File: src/design/sbvd_pkg.sv
// Shared types and constants for the stop-bit varint decoder.
// No dependencies.
package sbvd_pkg;

	localparam int unsigned GROUP_BITS   = 7;
	localparam logic [3:0]  COUNT_MAX    = 4'd15;
	localparam logic [3:0]  POS_MAX_CONT = 4'd8;
	localparam logic [3:0]  NEG_MAX_CONT = 4'd9;
	localparam int unsigned VALUE_W      = 64;
	localparam int unsigned LEN_W        = 4;
	localparam int unsigned OUT_TDATA_W  = 72;

	typedef struct packed {
		logic                emit;
		logic [VALUE_W-1:0]  value;
		logic [LEN_W-1:0]    length;
		logic                error;
	} sbvd_result_t;

endpackage

File: src/design/sbvd_core.sv
// Decode step: accumulator and continuation count, plus the per-byte logic.
// Depends on sbvd_pkg.
module sbvd_core import sbvd_pkg::*; (
	input  logic         clk,
	input  logic         arst_n,
	input  logic         step_en,
	input  logic [7:0]   byte_in,
	output logic         is_cont,
	output sbvd_result_t result
);

	logic [VALUE_W-1:0] acc_q;
	logic [3:0]         count_q;
	logic [6:0]         pos;
	logic [VALUE_W-1:0] group_shifted;
	logic [VALUE_W-1:0] final_shifted;

	assign is_cont = byte_in[7];
	assign pos     = 7'({3'b000, count_q} * 7'(GROUP_BITS));

	// positions of 64 and up drop out entirely
	assign group_shifted = (pos < 7'd64) ?
		({57'd0, byte_in[6:0]} << pos[5:0]) : '0;
	assign final_shifted = (pos < 7'd64) ?
		({56'd0, byte_in} << pos[5:0]) : '0;

	always_comb begin
		result.emit   = !is_cont;
		result.value  = '0;
		result.error  = 1'b0;
		result.length = (count_q < COUNT_MAX) ? count_q + 4'd1 : COUNT_MAX;
		if (count_q == 4'd0) begin
			result.value = {56'd0, byte_in};
		end else if (byte_in != 8'd0) begin
			if (count_q > POS_MAX_CONT)
				result.error = 1'b1;
			else
				result.value = acc_q | final_shifted;
		end else begin
			// zero stop byte after continuations: negative
			if (count_q > NEG_MAX_CONT)
				result.error = 1'b1;
			else
				result.value = ~acc_q;
		end
	end

	always_ff @(posedge clk or negedge arst_n) begin
		if (!arst_n) begin
			acc_q   <= '0;
			count_q <= '0;
		end else if (step_en) begin
			if (is_cont) begin
				acc_q <= acc_q | group_shifted;
				if (count_q < COUNT_MAX)
					count_q <= count_q + 4'd1;
			end else begin
				acc_q   <= '0;
				count_q <= '0;
			end
		end
	end

endmodule

File: src/design/stop_bit_varint_decoder.sv
// Top level of the stop-bit varint decoder: input register, decode step,
// result register. Depends on sbvd_pkg and sbvd_core.
//
// Usage:
//   Slave channel s_* carries one encoded byte per request. Bit 7 set marks
//   a continuation byte; bit 7 clear ends the value.
//   Master channel m_* carries one result per stop byte: the signed 64-bit
//   value and the byte count (saturating at 15) in m_tdata, and an error
//   flag in m_tuser (encoding too long for its sign; value is then zero).
//   Continuation bytes produce no result.
// Path: an accepted stop byte is decoded out of the input register into the
//   result register, and then shows on m_*.
// Throughput: one byte per cycle unless a stop byte stalls (see Stall); the
//   decode step is a single shift, OR and compare between the two registers.
// Reset: arst_n clears both valid flags, the accumulator and the count, so
//   the first byte after reset starts a fresh value.
// Stall: when m_tready is low with a result held, a stop byte waits in the
//   input register and s_tready drops; continuation bytes keep flowing
//   since they need no result slot.
module stop_bit_varint_decoder import sbvd_pkg::*; (
	input  logic                   clk,
	input  logic                   arst_n,
	input  logic                   s_tvalid,
	output logic                   s_tready,
	input  logic [7:0]             s_tdata,  // [7:0] byte_in
	output logic                   m_tvalid,
	input  logic                   m_tready,
	output logic [OUT_TDATA_W-1:0] m_tdata,  // [63:0] value, [67:64] length, [71:68] zero
	output logic                   m_tuser   // [0] error
);

	logic         valid_s1;
	logic [7:0]   byte_s1;
	logic         out_valid_q;
	logic [VALUE_W-1:0] value_q;
	logic [LEN_W-1:0]   length_q;
	logic         error_q;
	logic         is_cont;
	logic         advance;
	logic         out_free;
	sbvd_result_t result;

	assign out_free = !out_valid_q || m_tready;
	// a continuation byte never needs the result slot
	assign advance  = valid_s1 && (is_cont || out_free);
	assign s_tready = !valid_s1 || advance;

	always_ff @(posedge clk or negedge arst_n) begin
		if (!arst_n) begin
			valid_s1 <= 1'b0;
		end else if (s_tready) begin
			valid_s1 <= s_tvalid;
		end
	end

	always_ff @(posedge clk) begin
		if (s_tready && s_tvalid)
			byte_s1 <= s_tdata;
	end

	sbvd_core u_core (
		.clk     (clk),
		.arst_n  (arst_n),
		.step_en (advance),
		.byte_in (byte_s1),
		.is_cont (is_cont),
		.result  (result)
	);

	always_ff @(posedge clk or negedge arst_n) begin
		if (!arst_n) begin
			out_valid_q <= 1'b0;
		end else if (out_free) begin
			out_valid_q <= advance && result.emit;
		end
	end

	always_ff @(posedge clk) begin
		if (out_free && advance && result.emit) begin
			value_q  <= result.value;
			length_q <= result.length;
			error_q  <= result.error;
		end
	end

	assign m_tvalid = out_valid_q;
	assign m_tdata  = {4'd0, length_q, value_q};
	assign m_tuser  = error_q;

endmodule

File: config.mk
export PLATFORM = sky130hd
export DESIGN_NAME = stop_bit_varint_decoder
export DESIGN_NICKNAME = d
export VERILOG_FILES = /design/src/design/sbvd_pkg.sv /design/src/design/sbvd_core.sv /design/src/design/stop_bit_varint_decoder.sv
export SDC_FILE = /design/constraint.sdc
export NUM_CORES = 1
export LEC_CHECK = 0
export BUFFER_PORTS_ARGS = -buffer_cell sky130_fd_sc_hd__buf_2
export CORE_MARGIN = 3
export CORE_UTILIZATION = 55
export CTS_BUF_LIST = sky130_fd_sc_hd__clkbuf_4 sky130_fd_sc_hd__clkbuf_8
export DETAILED_ROUTE_END_ITERATION = 7
export PLACE_DENSITY = 0.81
export SLEW_MARGIN = 10
export SYNTH_ARGS = -nofsm -noshare
export SYNTH_HDL_FRONTEND = slang
export SYNTH_SLANG_ARGS = --single-unit
export TNS_END_PERCENT = 5
File: constraint.sdc
create_clock -name clk -period 3.45 [get_ports clk]
set_input_delay 0.345 -clock clk [delete_from_list [all_inputs] [get_ports clk]]
set_output_delay 0.345 -clock clk [all_outputs]
set_load 0.02 [all_outputs]
==> results by group <==
Outcome
  • Status: finished clean

Synth
  • FF+latch count, synth: 147
  • Synth warnings: 0
  • Async S/R FF share, synth: between 40% and 50%
  • Top cells by area, synth: edfxtp_1 (29%), dfrtp_1 (22%), a21oi_1 (6.1%)
  • Post-synth cell types: between 70 and 80
  • Post-synthesis compound-gate area fraction: between 20% and 30%
  • Simple-Gate Fraction of Synth Area: around 15%
  • Post-synthesis mux area share: around 4.7%
  • Post-synth EDFFs: a little under 80
  • Adder-Cell Fraction of Synth Area: 2.88%
  • Sequential area share after synthesis: ~50%
  • Post-Synth XOR/XNOR Area: less than 1%
  • Post-Synthesis Cells: around 790
  • Cell Area, Synth: ~8000 sq um
  • Main combinational cell family by area after synthesis: compound AO/OA/AOI/OAI gates
  • Top cell type's share of synthesized area: 28.9%
  • Top FF cell, synth: edfxtp_1
  • Dominant cell type by area after synthesis: edfxtp_1
  • Avg Cell Area, Syn: roughly 10 sq um

Routing
  • Drc violations: 0
  • TritonRoute pass-1 iters: 6
  • Initial drt markers: ~1100
  • Post-DRT Antenna Nets: 0
  • WL per Instance: 22.3 um
  • Number of vias per cell: approximately 6.6
  • Via Count: around 7100
  • Final WL: approximately 24 mm

Placement
  • Post-detail-place hpwl: approximately 17 mm
  • Cell Area, Placed: 8800 sq um
  • PortBufs: between 80 and 90
  • Final RePlAce weighted congestion: roughly 1.0

Power and ir drop
  • PwrDens: ~850 nW/um^2
  • Total power: 7.82 mW
  • Worst vdd rail ir drop: between 0.0003 and 0.0004 V
  • Leakage: 3.73 nW

GRT
  • Gr ovfl total: 0
  • Vias in the first global route: between 6000 and 7000
  • Pin count of the biggest net entering global routing: 50
  • First-pass GRT wire length: approximately 38 mm
  • Antenna violations before repair: 0
  • GRT Total Usage: a little over 30%

Timing
  • Slew headroom: between 30% and 40%
  • Layout Skew: around 0.01 ns
  • Setup violators final: 0
  • Final worst path period share: 96.4%
  • Fmax: 301 MHz
  • Setup TNS: 0 ns
  • Tmin final: ~3.3 ns
  • Final Hold Fails: 0
  • RSZ-0062 raised after global routing: yes
  • Max Slew Vio Count: 0
  • Hold Worst Slack: approximately 0.0018 ns
  • Worst Max-Slew Pin Slew: ~0.95 ns

Worst setup path
  • Reg-to-reg critical path endpoint: u_core.acc_q[40]$_DFFE_PN0P_
  • Worst Path Max Fanout: 9
  • Setup CP Type: flip-flop to flip-flop
  • Worst EP arrival: 3.72 ns
  • Crit path capture type: flip-flop
  • Worst r2r src: u_core.count_q[0]$_DFFE_PN0P_
  • CP Launch Type: flip-flop
  • Register-to-Register Path Depth: 11
  • R2r setup slk: around 0.13 ns
  • WP data required: around 3.8 ns

Floorplanning
  • FP Rows: 43
  • Core Area: approximately 14000 sq um
  • Ports: 87
  • Full die area: 16000 sq um
  • DIE HEIGHT: 127 um
  • Die W: between 100 and 150 um
  • Initial Util: 57.0%

Flow run
  • Max Cap Viol: 0

Cells and area
  • Final Cell Area: ~9200 sq um
  • Layout cell share with drive strength beyond 1: 23.6%
  • Layout area overhead: 15.4%
  • Final cell utilization of the core: roughly 66%
  • Final-layout fill cell count: approximately 1100
  • Nets: between 900 and 1000
  • Antenna cells: 0

Clock tree
  • Post-CTS Setup Repair Bufs: 0
  • Clock sink count: approximately 150
  • TritonCTS buffer count: 17
  • CTS tree: built
  • Skew-Pair Late Insertion Delay: 0.49 ns
  • Clk buf depth: 2
  • CTS root buf: clkbuf_8
  • Cts hold-fix bufs: 0
  • Reg clk slew, reported paths: roughly 0.09 ns
  • H-tree depth: 4

Worst hold path
  • Hold Crit Class: input port to async pin
==> metrics by stage <==
step                      std cells  worst slack, ns
final                          1084            0.125
after CTS                      1084            0.101
after global routing           1084         -0.00320
after floorplan                 790            0.135
after detailed placement       1052            0.104
after global placement         1052            0.220
==> cell usage after synthesis (3+ instances only) <==
master and count:
a211oi_1 22, a211oi_2 4, a21oi_1 97, a221oi_1 4, a222oi_1 3, a22o_1 4
a22oi_1 4, a31oi_1 10, and2_1 7, and3_1 4, buf_2 19, buf_4 8
clkbuf_1 27, dfrtp_1 70, edfxtp_1 77, fa_1 4, ha_1 12, inv_1 21
mux2_2 9, mux2i_1 12, mux4_2 7, nand2_1 70, nand2b_1 6, nand3_1 19
nor2_1 78, nor2b_1 5, nor3_1 19, nor4_1 4, nor4_4 3, o21a_1 3
o21ai_0 33, o22a_1 3, o22ai_1 49, o2bb2ai_1 4, or2_2 3, or3_1 15
==> critical path, cell delays in order, from the launching register on <==
cell	delay (ns)
dfrtp_1	0.41
fa_1	0.48
ha_1	0.26
inv_1	0.11
fa_2	0.23
buf_4	0.18
o21bai_1	0.09
a2111o_1	0.56
buf_4	0.22
nor4_4	0.31
nand2_1	0.15
o21ai_0	0.23
==> cell families after synthesis <==
kind of cell / count (synthesis)
AO/OA/AOI/OAI: 270
XOR/XNOR: 3
buffers and inverters: 80
multiplexers: 28
AND/OR/NAND/NOR: 242
adder cells (fa/ha/maj): 16
flip-flops: 147
other: 1
==> flip-flops by register name, summed over array words and instances, names as in the netlist <==
signal / cells
valid_s1: 1
length_q: 4
m_tvalid: 1
m_tuser: 1
byte_s1: 8
u_core.count_q: 4
u_core.acc_q: 64
value_q: 64
==> repair_timing <==
item,in CTS,in global routing
gates resized for setup,0,1
hold endpoints to repair,0,0
setup endpoints to repair,0,39
==> worst max path at each step <==
stage / startpoint / endpoint
floorplan: u_core.count_q[1]$_DFFE_PN0P_ / value_q[60]$_SDFFCE_PP0P_
global placement: u_core.count_q[0]$_DFFE_PN0P_ / value_q[39]$_SDFFCE_PP0P_
detailed placement: u_core.count_q[0]$_DFFE_PN0P_ / value_q[61]$_SDFFCE_PP0P_
CTS: u_core.count_q[0]$_DFFE_PN0P_ / value_q[61]$_SDFFCE_PP0P_
global route: u_core.count_q[0]$_DFFE_PN0P_ / u_core.acc_q[40]$_DFFE_PN0P_
finish: u_core.count_q[0]$_DFFE_PN0P_ / u_core.acc_q[40]$_DFFE_PN0P_
==> cell type report <==
class | count | area (sq um) | share of cell area [%]
clock buffer | 18 | 248 | 2.68
clock inverter | 14 | 190 | 2.06
sequential | 147 | 4060 | 44.0
timing repair buffer | 139 | 838 | 9.08
tap | 180 | 225 | 2.44
multi-input combinational | 563 | 3580 | 38.8
inverter | 23 | 88.8 | 0.962
==> where the power goes <==
part	switching, mW	internal (mW)	total, mW
combinational	2.56	1.29	3.85
clock	0.739	0.759	1.50
sequential	0.222	2.25	2.47
total	3.52	4.30	7.82
==> metal layers <==
layer	GRT usage [%]	vias up	wire length, um
li1	-	3159	-
met1	41.7	3413	9560
met2	46.5	455	11400
met3	5.73	85	2240
met4	15.5	0	987
met5	0	-	0
==> cells in the final DEF, fill, tap and decap left out, types with 5 or more instances in the layout <==
cell type and n:
mux4_2 7, nor2_1 78, buf_2 82, nand2_1 70, nor2b_1 5, o21ai_0 33, clkbuf_8 18, nand3_1 19
a211oi_1 22, nor3_1 19, buf_4 57, or3_1 15, ha_1 12, a31oi_1 10, inv_1 21, dfrtp_1 70
nand2b_1 6, edfxtp_1 77, a21oi_1 97, mux2i_1 12, o22ai_1 49, mux2_2 9, and2_1 7
No activity file was read; power rests on OpenSTA's default activity.
